**src/mte_pkg.sv**
```systemverilog
// Shared types and constants of the median-then-EMA filter.
`default_nettype none

package mte_pkg;

  localparam int WIN_W      = 4;
  localparam int ALPHA_W    = 17;
  localparam int FRAC_W     = 16;
  localparam int CFG_IDX_W  = 2;
  localparam int CFG_DATA_W = 17;

  localparam logic [CFG_IDX_W-1:0] REG_WINDOW = 2'd0;
  localparam logic [CFG_IDX_W-1:0] REG_ALPHA  = 2'd1;

  localparam logic [WIN_W-1:0]   WINDOW_RESET = 4'd5;
  localparam logic [ALPHA_W-1:0] ALPHA_RESET  = 17'd6554;
  localparam logic [ALPHA_W-1:0] Q16_ONE      = 17'd65536;
  localparam logic [FRAC_W-1:0]  Q16_HALF     = 16'd32768;

  typedef struct packed {
    logic [WIN_W-1:0] window;
    logic             clear;
  } win_ctl_t;

endpackage

`default_nettype wire

```
**src/mte_front.sv**
```systemverilog
// Front part: sample history kept as a sorted cell chain and median selection.
`default_nettype none

module mte_front #(
  parameter int MAX_WINDOW,
  parameter int SAMPLE_BITS
) (
  input  logic                          clk,
  input  logic                          rst_n,
  input  mte_pkg::win_ctl_t             win_ctl,
  input  logic                          in_push,
  output logic                          in_full,
  input  logic signed [SAMPLE_BITS-1:0] in_sample,
  output logic                          med_push,
  output logic signed [SAMPLE_BITS-1:0] med_data,
  input  logic                          med_full
);

  localparam int SLOT_W = (MAX_WINDOW > 1) ? $clog2(MAX_WINDOW) : 1;
  localparam int CNT_W  = $clog2(MAX_WINDOW + 1);

  logic signed [SAMPLE_BITS-1:0] val_r [MAX_WINDOW];
  logic [SLOT_W-1:0]             tag_r [MAX_WINDOW];
  logic [CNT_W-1:0]              fill_r, fill_nxt;
  logic [SLOT_W-1:0]             slot_r, slot_nxt;
  logic                          pend_r;

  logic                          accept;
  logic [SLOT_W-1:0]             wslot;
  logic                          del;
  logic [CNT_W-1:0]              live;
  logic [MAX_WINDOW-1:0]         dmatch, pre, gt;
  logic signed [SAMPLE_BITS-1:0] cm_v [MAX_WINDOW];
  logic [SLOT_W-1:0]             cm_t [MAX_WINDOW];
  logic signed [SAMPLE_BITS-1:0] new_v [MAX_WINDOW];
  logic [SLOT_W-1:0]             new_t [MAX_WINDOW];
  logic [CNT_W-1:0]              half;
  logic [SLOT_W-1:0]             mid_idx;

  assign accept  = in_push && !in_full;
  assign in_full = pend_r;

  always_comb begin
    wslot = slot_r;
    if ((int'(slot_r) >= int'(win_ctl.window)) || (int'(slot_r) >= MAX_WINDOW)) begin
      wslot = '0;
    end
    del  = (int'(fill_r) >= int'(win_ctl.window)) || (int'(fill_r) >= MAX_WINDOW);
    live = CNT_W'(fill_r - CNT_W'(del));
    fill_nxt = del ? fill_r : CNT_W'(fill_r + 1'b1);
    if ((int'(wslot) + 1 >= int'(win_ctl.window)) || (int'(wslot) + 1 >= MAX_WINDOW)) begin
      slot_nxt = '0;
    end else begin
      slot_nxt = SLOT_W'(wslot + 1'b1);
    end
  end

  // Each cell drops the sample that leaves the window and makes room for the new one.
  for (genvar k = 0; k < MAX_WINDOW; k++) begin : g_cell
    assign dmatch[k] = del && (k < int'(fill_r)) && (tag_r[k] == wslot);

    if (k == 0) begin : g_pre_first
      assign pre[k] = dmatch[k];
    end else begin : g_pre_rest
      assign pre[k] = pre[k-1] | dmatch[k];
    end

    if (k < MAX_WINDOW - 1) begin : g_shift
      assign cm_v[k] = pre[k] ? val_r[k+1] : val_r[k];
      assign cm_t[k] = pre[k] ? tag_r[k+1] : tag_r[k];
    end else begin : g_last
      assign cm_v[k] = val_r[k];
      assign cm_t[k] = tag_r[k];
    end

    assign gt[k] = !(k < int'(live)) || (cm_v[k] > in_sample);

    if (k == 0) begin : g_ins_first
      assign new_v[k] = gt[k] ? in_sample : cm_v[k];
      assign new_t[k] = gt[k] ? wslot : cm_t[k];
    end else begin : g_ins_rest
      assign new_v[k] = !gt[k] ? cm_v[k] : (!gt[k-1] ? in_sample : cm_v[k-1]);
      assign new_t[k] = !gt[k] ? cm_t[k] : (!gt[k-1] ? wslot : cm_t[k-1]);
    end
  end

  always_ff @(posedge clk) begin
    if (!rst_n) begin
      fill_r <= '0;
      slot_r <= '0;
      pend_r <= 1'b0;
    end else begin
      if (win_ctl.clear) begin
        fill_r <= '0;
        slot_r <= '0;
      end else if (accept) begin
        fill_r <= fill_nxt;
        slot_r <= slot_nxt;
      end
      if (accept) begin
        pend_r <= 1'b1;
      end else if (pend_r && !med_full) begin
        pend_r <= 1'b0;
      end
    end
  end

  always_ff @(posedge clk) begin
    if (accept) begin
      for (int k = 0; k < MAX_WINDOW; k++) begin
        val_r[k] <= new_v[k];
        tag_r[k] <= new_t[k];
      end
    end
  end

  assign half     = fill_r >> 1;
  assign mid_idx  = half[SLOT_W-1:0];
  assign med_push = pend_r && !med_full;
  assign med_data = val_r[mid_idx];

  a_fill_bound: assert property (@(posedge clk) disable iff (!rst_n)
    int'(fill_r) <= MAX_WINDOW)
    else $error("Fill count exceeds the window depth.");

  a_fill_nonzero: assert property (@(posedge clk) disable iff (!rst_n)
    (accept && !win_ctl.clear) |=> (fill_r != '0))
    else $error("Fill count is zero after a sample transfer.");

  a_pend_drains: assert property (@(posedge clk) disable iff (!rst_n)
    (pend_r && !med_full) |=> !pend_r)
    else $error("Median stays pending after its transfer.");

endmodule

`default_nettype wire

```
**src/mte_queue.sv**
```systemverilog
// Two-entry queue of medians between the front and the back part.
`default_nettype none

module mte_queue #(
  parameter int WIDTH
) (
  input  logic             clk,
  input  logic             rst_n,
  input  logic             push,
  input  logic [WIDTH-1:0] push_data,
  output logic             full,
  input  logic             pop,
  output logic [WIDTH-1:0] pop_data,
  output logic             empty
);

  logic [WIDTH-1:0] q_r [2];
  logic             wr_ptr_r, rd_ptr_r;
  logic [1:0]       cnt_r;
  logic             do_push, do_pop;

  assign full     = (cnt_r == 2'd2);
  assign empty    = (cnt_r == 2'd0);
  assign do_push  = push && !full;
  assign do_pop   = pop && !empty;
  assign pop_data = q_r[rd_ptr_r];

  always_ff @(posedge clk) begin
    if (!rst_n) begin
      wr_ptr_r <= 1'b0;
      rd_ptr_r <= 1'b0;
      cnt_r    <= 2'd0;
    end else begin
      if (do_push) begin
        wr_ptr_r <= ~wr_ptr_r;
      end
      if (do_pop) begin
        rd_ptr_r <= ~rd_ptr_r;
      end
      if (do_push && !do_pop) begin
        cnt_r <= cnt_r + 2'd1;
      end else if (do_pop && !do_push) begin
        cnt_r <= cnt_r - 2'd1;
      end
    end
  end

  always_ff @(posedge clk) begin
    if (do_push) begin
      q_r[wr_ptr_r] <= push_data;
    end
  end

endmodule

`default_nettype wire

```
**src/mte_back.sv**
```systemverilog
// Back part: Q16 exponential low-pass filter and the result register.
`default_nettype none

module mte_back #(
  parameter int SAMPLE_BITS
) (
  input  logic                            clk,
  input  logic                            rst_n,
  input  logic [mte_pkg::ALPHA_W-1:0]     alpha,
  input  logic                            q_empty,
  input  logic signed [SAMPLE_BITS-1:0]   q_data,
  output logic                            q_pop,
  output logic                            out_empty,
  input  logic                            out_pop,
  output logic signed [SAMPLE_BITS-1:0]   out_median_value,
  output logic signed [SAMPLE_BITS-1:0]   out_filtered_value
);

  localparam int FW    = mte_pkg::FRAC_W;
  localparam int AW    = mte_pkg::ALPHA_W;
  localparam int ACC_W = SAMPLE_BITS + FW;
  localparam int DIF_W = ACC_W + 1;
  localparam int HI_W  = SAMPLE_BITS + 1;
  localparam int PH_W  = HI_W + AW + 1;
  localparam int INC_W = PH_W + 1;

  typedef enum logic [1:0] {
    B_IDLE = 2'b01,
    B_ACC  = 2'b10
  } back_state_t;

  back_state_t                   state_r, state_nxt;
  logic signed [ACC_W-1:0]       acc_r, acc_nxt;
  logic                          seeded_r;
  logic signed [SAMPLE_BITS-1:0] med_r;
  logic signed [PH_W-1:0]        phi_r, phi_nxt;
  logic [AW-1:0]                 plo_r, plo_nxt;
  logic                          out_valid_r;
  logic signed [SAMPLE_BITS-1:0] out_med_r, out_filt_r;

  logic signed [DIF_W-1:0]       diff;
  logic signed [HI_W-1:0]        hi;
  logic [FW-1:0]                 lo;
  logic [AW+FW-1:0]              plo_prod, plo_sum;
  logic signed [INC_W-1:0]       inc, acc_sum;
  logic signed [ACC_W:0]         rnd;
  logic                          load_out;

  assign diff     = {q_data[SAMPLE_BITS-1], q_data, {FW{1'b0}}} - {acc_r[ACC_W-1], acc_r};
  assign hi       = diff[DIF_W-1:FW];
  assign lo       = diff[FW-1:0];
  assign phi_nxt  = $signed({1'b0, alpha}) * hi;
  assign plo_prod = alpha * lo;
  assign plo_sum  = plo_prod + (AW+FW)'(mte_pkg::Q16_HALF);
  assign plo_nxt  = plo_sum[AW+FW-1:FW];

  assign inc     = INC_W'(phi_r) + $signed(INC_W'({1'b0, plo_r}));
  assign acc_sum = INC_W'(acc_r) + inc;
  assign acc_nxt = seeded_r ? acc_sum[ACC_W-1:0] : {med_r, {FW{1'b0}}};
  assign rnd     = {acc_nxt[ACC_W-1], acc_nxt} + (ACC_W+1)'(mte_pkg::Q16_HALF);

  assign load_out = (state_r == B_ACC) && (!out_valid_r || out_pop);

  always_comb begin
    state_nxt = state_r;
    q_pop     = 1'b0;
    unique case (state_r)
      B_IDLE: begin
        if (!q_empty) begin
          q_pop     = 1'b1;
          state_nxt = B_ACC;
        end
      end
      B_ACC: begin
        if (load_out) begin
          state_nxt = B_IDLE;
        end
      end
      default: begin
        state_nxt = B_IDLE;
      end
    endcase
  end

  always_ff @(posedge clk) begin
    if (!rst_n) begin
      state_r     <= B_IDLE;
      acc_r       <= '0;
      seeded_r    <= 1'b0;
      out_valid_r <= 1'b0;
    end else begin
      state_r <= state_nxt;
      if (load_out) begin
        acc_r       <= acc_nxt;
        seeded_r    <= 1'b1;
        out_valid_r <= 1'b1;
      end else if (out_pop) begin
        out_valid_r <= 1'b0;
      end
    end
  end

  always_ff @(posedge clk) begin
    if (q_pop) begin
      med_r <= q_data;
      phi_r <= phi_nxt;
      plo_r <= plo_nxt;
    end
    if (load_out) begin
      out_med_r  <= med_r;
      out_filt_r <= rnd[ACC_W-1:FW];
    end
  end

  assign out_empty          = !out_valid_r;
  assign out_median_value   = out_med_r;
  assign out_filtered_value = out_filt_r;

endmodule

`default_nettype wire

```
**src/median_then_ema_filter_top.sv**
```systemverilog
// Top level of the median-then-EMA filter: configuration registers and the part wiring.
`default_nettype none

// The block takes one signed sample per transfer on the input queue port (in_push, in_full)
// and returns one result per sample on the output queue port (out_empty, out_pop): the
// median of the last window_size samples (of all samples so far while the window fills)
// and that median passed through a Q16 exponential low-pass filter, rounded to an integer.
// The first median after reset loads the filter directly.
// Configuration goes through cfg_valid/cfg_ready with cfg_index and cfg_wdata; cfg_ready is
// always high. Index 0 sets the window size (odd, nonzero, not above MAX_WINDOW, otherwise
// ignored) and restarts the history; index 1 sets alpha (1 to 65536, otherwise ignored).
// Write configuration only while no result is outstanding.
// The front registers each sample into the sorted history cells and then selects the median
// from them, and takes no new sample until that median has gone into the queue; the back
// registers the alpha multiply and then updates the accumulator and the result register.
// Reset clears the history, the filter state, the median queue and the result register, and
// restores window size 5 and alpha 6554. When the receiver stalls, the result register and a
// two-entry median queue fill up, after which in_full stays high until results are taken.
module median_then_ema_filter_top #(
  parameter int MAX_WINDOW  = 15,
  parameter int SAMPLE_BITS = 16
) (
  input  logic                                clk,
  input  logic                                rst_n,
  input  logic                                in_push,
  output logic                                in_full,
  input  logic signed [SAMPLE_BITS-1:0]       in_sample,
  output logic                                out_empty,
  input  logic                                out_pop,
  output logic signed [SAMPLE_BITS-1:0]       out_median_value,
  output logic signed [SAMPLE_BITS-1:0]       out_filtered_value,
  input  logic                                cfg_valid,
  output logic                                cfg_ready,
  input  logic [mte_pkg::CFG_IDX_W-1:0]       cfg_index,
  input  logic [mte_pkg::CFG_DATA_W-1:0]      cfg_wdata
);

  logic [mte_pkg::WIN_W-1:0]   window_r;
  logic [mte_pkg::ALPHA_W-1:0] alpha_r;
  logic [mte_pkg::WIN_W-1:0]   wr_window;
  logic [mte_pkg::ALPHA_W-1:0] wr_alpha;
  logic                        cfg_wr, win_wr, alpha_wr;
  mte_pkg::win_ctl_t           win_ctl;

  logic                          med_push, med_full, q_pop, q_empty;
  logic signed [SAMPLE_BITS-1:0] med_data, q_data;

  assign cfg_ready = 1'b1;
  assign cfg_wr    = cfg_valid && cfg_ready;
  assign wr_window = cfg_wdata[mte_pkg::WIN_W-1:0];
  assign wr_alpha  = cfg_wdata[mte_pkg::ALPHA_W-1:0];

  always_comb begin
    win_wr   = 1'b0;
    alpha_wr = 1'b0;
    unique case (cfg_index)
      mte_pkg::REG_WINDOW: begin
        win_wr = cfg_wr && (wr_window != '0) && wr_window[0]
                 && (int'(wr_window) <= MAX_WINDOW);
      end
      mte_pkg::REG_ALPHA: begin
        alpha_wr = cfg_wr && (wr_alpha != '0) && (wr_alpha <= mte_pkg::Q16_ONE);
      end
      default: begin
        win_wr   = 1'b0;
        alpha_wr = 1'b0;
      end
    endcase
  end

  always_ff @(posedge clk) begin
    if (!rst_n) begin
      window_r <= mte_pkg::WINDOW_RESET;
      alpha_r  <= mte_pkg::ALPHA_RESET;
    end else begin
      if (win_wr) begin
        window_r <= wr_window;
      end
      if (alpha_wr) begin
        alpha_r <= wr_alpha;
      end
    end
  end

  assign win_ctl.window = window_r;
  assign win_ctl.clear  = win_wr;

  mte_front #(
    .MAX_WINDOW  (MAX_WINDOW),
    .SAMPLE_BITS (SAMPLE_BITS)
  ) u_front (
    .clk       (clk),
    .rst_n     (rst_n),
    .win_ctl   (win_ctl),
    .in_push   (in_push),
    .in_full   (in_full),
    .in_sample (in_sample),
    .med_push  (med_push),
    .med_data  (med_data),
    .med_full  (med_full)
  );

  mte_queue #(
    .WIDTH (SAMPLE_BITS)
  ) u_queue (
    .clk       (clk),
    .rst_n     (rst_n),
    .push      (med_push),
    .push_data (med_data),
    .full      (med_full),
    .pop       (q_pop),
    .pop_data  (q_data),
    .empty     (q_empty)
  );

  mte_back #(
    .SAMPLE_BITS (SAMPLE_BITS)
  ) u_back (
    .clk                (clk),
    .rst_n              (rst_n),
    .alpha              (alpha_r),
    .q_empty            (q_empty),
    .q_data             (q_data),
    .q_pop              (q_pop),
    .out_empty          (out_empty),
    .out_pop            (out_pop),
    .out_median_value   (out_median_value),
    .out_filtered_value (out_filtered_value)
  );

endmodule

`default_nettype wire
```
**config.mk**
```make
export PLATFORM = sky130hd
export DESIGN_NAME = median_then_ema_filter_top
export DESIGN_NICKNAME = d
export VERILOG_FILES = /design/src/mte_pkg.sv /design/src/mte_front.sv /design/src/mte_queue.sv /design/src/mte_back.sv /design/src/median_then_ema_filter_top.sv
export SDC_FILE = /design/constraint.sdc
export NUM_CORES = 2
export LEC_CHECK = 0
export BUFFER_PORTS_ARGS = -buffer_cell sky130_fd_sc_hd__buf_2
export CAP_MARGIN = 20
export CORE_MARGIN = 2
export CORE_UTILIZATION = 40
export CTS_CLUSTER_SIZE = 25
export DETAILED_ROUTE_END_ITERATION = 6
export GPL_ROUTABILITY_DRIVEN = 0
export SLEW_MARGIN = 40
export SYNTH_ARGS = -nofsm -noshare
export SYNTH_HDL_FRONTEND = slang
export SYNTH_SLANG_ARGS = --single-unit
```
**constraint.sdc**
```tcl
create_clock -name clk -period 9.3 [get_ports clk]
set_input_delay 1.86 -clock clk [delete_from_list [all_inputs] [get_ports clk]]
set_output_delay 1.86 -clock clk [all_outputs]
set_load 0.005 [all_outputs]
```
==> summary.md <==
| Metric | Value |
|---|---|
| Run status | finished clean |
| Nature of the critical path startpoint | flip-flop |
| DPL Wire Length | approximately 110000 um |
| Clock-pin slew on the worst setup and hold paths | about 0.060 ns |
| Sum Neg Setup Slack | 0 ns |
| IO Count | 75 |
| Total CTS buffers | 67 |
| Level count of the clock H-tree | 3 |
| Source-to-sink clock delay at the later pin of the worst-skew pair | 0.69 ns |
| Worst r2r dst | u_back.phi_r[31] |
| Summed instance area of the synthesized netlist | about 54000 um2 |
| # Max-Cap Violations | 0 |
| Initial antenna violation count | 9 |
| Portion of the post-synthesis area used by sequential elements | 0.265 |
| Layout Nets | between 6000 and 7000 |
| Worst Path Arrival | just over 9 ns |
| Proportion of netlist area held by the largest area contributor | 0.237 |
| Overall routed net length | about 150000 um |
| Total congestion overflow | 0 |
| Maximum frequency from static timing analysis | around 0.11 GHz |
| Critical path's slowest cell | sky130_fd_sc_hd__fa_1 |
| Number of buffers inserted by port buffering | 73 |
| Placeable core area | ~140000 um2 |
| CTS Root Cell | sky130_fd_sc_hd__clkbuf_16 |
| Total setup violations reported at the end of the flow | 0 |
| Final period demand of the worst path | 8.87 ns |
| All-layer global routing usage | 0.214 |
| Count of flip-flops with a built-in enable after synthesis | ~430 |
| Relative slew slack | 0.427 |
| Flop and latch count out of synthesis | 503 |
| DRC violation count after routing | 0 |
| Die boundary height | roughly 370 um |
| Most repeated cell in the gate-level netlist after synthesis | sky130_fd_sc_hd__inv_1 |
| Share of the clock period used by the worst path | 0.954 |
| Fraction of registers with async set/reset | 0 |
| Initial Util | 0.402 |
| First-pass iteration count of the detailed router | 6 |
| Largest stage delay on the critical path | about 0.55 ns |
| Count of nets left with antenna violations after detail routing | 0 |
| Clock Path Buffers | 3 |
| CP endpoint kind | flip-flop |
| Slack of the worst reg-to-reg path | about 0.43 ns |
| Core Rows | 135 |
| Max FO, Critical Path | 12 |
| Hold-fix buffers at CTS | 0 |
| Number of distinct library cells after synthesis | 104 |
| Path depth of the worst reg2reg path | 32 |
| Number of vias per cell after detailed routing | between 5 and 6 |
| Tightest Pin Transition | 0.859 ns |
| Final hold violations | 0 |
| Endpoint of the most critical setup path | u_back.phi_r[31] |
| Most frequent cells after synthesis | 686 x sky130_fd_sc_hd__inv_1, 618 x sky130_fd_sc_hd__nand2_1, 547 x sky130_fd_sc_hd__ha_1, 449 x sky130_fd_sc_hd__fa_1, 429 x sky130_fd_sc_hd__edfxtp_1 |
| Largest net degree at the start of global routing | 145 |
| Main area contributors after synthesis | sky130_fd_sc_hd__edfxtp_1 24%, sky130_fd_sc_hd__fa_1 17%, sky130_fd_sc_hd__ha_1 13% |
| Detailed Route Iter0 Violations | 2826 |
| Instance count of the mapped netlist | ~5600 |
| Die outline width | between 300 and 400 um |
| Critical Path Most Common Cell | sky130_fd_sc_hd__fa_1 |
| Area of the die | around 140000 um2 |
| Top metal layer carrying routed signals | met5 |
| Post-synthesis average cell area | around 10 um2 |
| Data required time at the worst endpoint | just under 10 ns |
| Number of filler cells placed in the layout | between 10000 and 15000 |
| Yosys warnings | 0 |
| Metal3 WL | 7880 um |
| Global-route wire length before repair | around 230000 um |
| Number of vias in the routed layout | 40600 |
| Vias in the first global route | about 40000 |
| Fin. max-slew vios | 0 |
| Layout Skew | between 0.05 and 0.06 ns |
| Wire length per cell after detailed routing | ~20 um |
| Biggest area consumer among synthesized cells | sky130_fd_sc_hd__edfxtp_1 |
| Fraction of layout instances using a drive strength above 1 | 0.103 |
| Clock sink total | slightly above 500 |
| Length of routed wiring on met1 | about 70000 um |
| Layout overhead on the synthesized area | 8.83% |
| CTS tree | built |
| Met2 routed wirelength | ~66000 um |
| Prevailing post-synth register cell | sky130_fd_sc_hd__edfxtp_1 |
| Tightest Hold Check Type | flip-flop to flip-flop |
| Post-Synthesis Net Count | about 6600 |
| Crit Path Category | flip-flop to flip-flop |
[through the flow]
stage	hold slack, ns	utilization	worst slack [ns]	cell area (um2)	std cells
6_report	0.460	0.437	0.428	59100	7395
5_1_grt	0.465	0.437	-0.0513	59100	7394
4_1_cts	0.460	0.436	0.0641	59000	7389
3_5_place_dp	0.444	0.420	0.00484	56800	7267
3_3_place_gp	0.443	0.420	0.161	56700	7265
2_1_floorplan	0.418	-	0.500	54300	5582
[how the worst min path moves through the flow]
stage | from | to | slack (ns) | depth (start not counted)
final | u_back.med_r[14] | u_back.out_median_value[14] | 0.46 | 0
after global routing | u_back.med_r[14] | u_back.out_median_value[14] | 0.46 | 0
after floorplan | u_back.med_r[10] | u_back.out_median_value[10] | 0.42 | 0
after global placement | u_back.med_r[14] | u_back.out_median_value[14] | 0.44 | 0
after detailed placement | u_back.med_r[11] | u_back.out_median_value[11] | 0.44 | 0
after CTS | u_back.med_r[14] | u_back.out_median_value[14] | 0.46 | 0
[cell type report]
cell class,instances,area (um2),share of cell area
multi-input cells,4098,36400,0.615
flip-flops and latches,503,14400,0.243
inverters,690,2600,0.0441
well taps,1781,2230,0.0377
clock buffers,84,1770,0.0300
repair buffers,198,1350,0.0229
clock inverters,38,384,0.00650
diodes,3,7.51,0.000127
[worst max-delay path, delay by kind of cell (launching register included)]
kind / cells / cell delay (ns)
AOI/OAI and AO/OA: 10 / 1.88
xor gates and xnor gates: 2 / 0.30
adders and majority gates: 8 / 3.85
buffers and inverters: 6 / 0.67
DFF: 1 / 0.40
muxes: 1 / 0.37
and+or+nand+nor: 5 / 1.13
[placed cells by master (no fill, tap or decap), types with 48 or more instances in the layout]
cell type and n:
sky130_fd_sc_hd__buf_4 119, sky130_fd_sc_hd__o21ai_0 260, sky130_fd_sc_hd__nand4_1 62, sky130_fd_sc_hd__nor2_1 244, sky130_fd_sc_hd__dfxtp_1 67, sky130_fd_sc_hd__fa_1 449, sky130_fd_sc_hd__buf_2 73, sky130_fd_sc_hd__ha_1 547
sky130_fd_sc_hd__xor2_1 72, sky130_fd_sc_hd__xnor2_1 96, sky130_fd_sc_hd__nor2b_1 62, sky130_fd_sc_hd__mux2_2 162, sky130_fd_sc_hd__a21oi_1 184, sky130_fd_sc_hd__mux2i_1 272, sky130_fd_sc_hd__edfxtp_1 429, sky130_fd_sc_hd__a211oi_1 61
sky130_fd_sc_hd__nand2_1 618, sky130_fd_sc_hd__and2_1 237, sky130_fd_sc_hd__inv_1 682, sky130_fd_sc_hd__a21o_1 111, sky130_fd_sc_hd__nand3_1 77, sky130_fd_sc_hd__nand2b_1 48, sky130_fd_sc_hd__nor3_1 81, sky130_fd_sc_hd__clkbuf_16 68
[flip-flops by register name, indices dropped and copies added (netlist names), 4 cells and up, named ones only]
name / cells
u_back.plo_r: 17
window_r: 4
u_front.slot_r: 4
u_front.fill_r: 4
alpha_r: 17
u_back.acc_r: 32
u_back.out_median_value: 16
u_back.out_filtered_value: 16
u_back.phi_r: 32
u_front.val_r: 240
u_back.med_r: 16
u_queue.q_r: 32
u_front.tag_r: 60
[routing by layer]
layer | up-vias | GRT usage
met5 | - | 0
met1 | 20200 | 0.312
met3 | 172 | 0.0265
li1 | 19200 | -
met2 | 1024 | 0.341
met4 | 2 | 0.0462
[timing repair]
| item | CTS | global route |
|---|---|---|
| gates resized for setup | 1 | 8 |
| pin swaps | 0 | 3 |
| setup endpoints to repair | 1 | 7 |
| setup buffers | 0 | 2 |
[logic make-up (layout without fill, tap and decap cells)]
kind of cell | count (synthesis) | after routing | synth area share
xor+xnor | 177 | 177 | 0.0290
compound gates | 944 | 944 | 0.114
mux | 467 | 467 | 0.0973
buf+inv | 981 | 1010 | 0.0701
simple gates | 1513 | 1513 | 0.133
other cells | 1 | 4 | 0.0000691
flops | 503 | 503 | 0.265
fa+ha+maj | 996 | 996 | 0.292
Power is left out: the tool's default activity adds up to more than one toggle a clock period on the data nets, which glitch-free logic cannot reach.
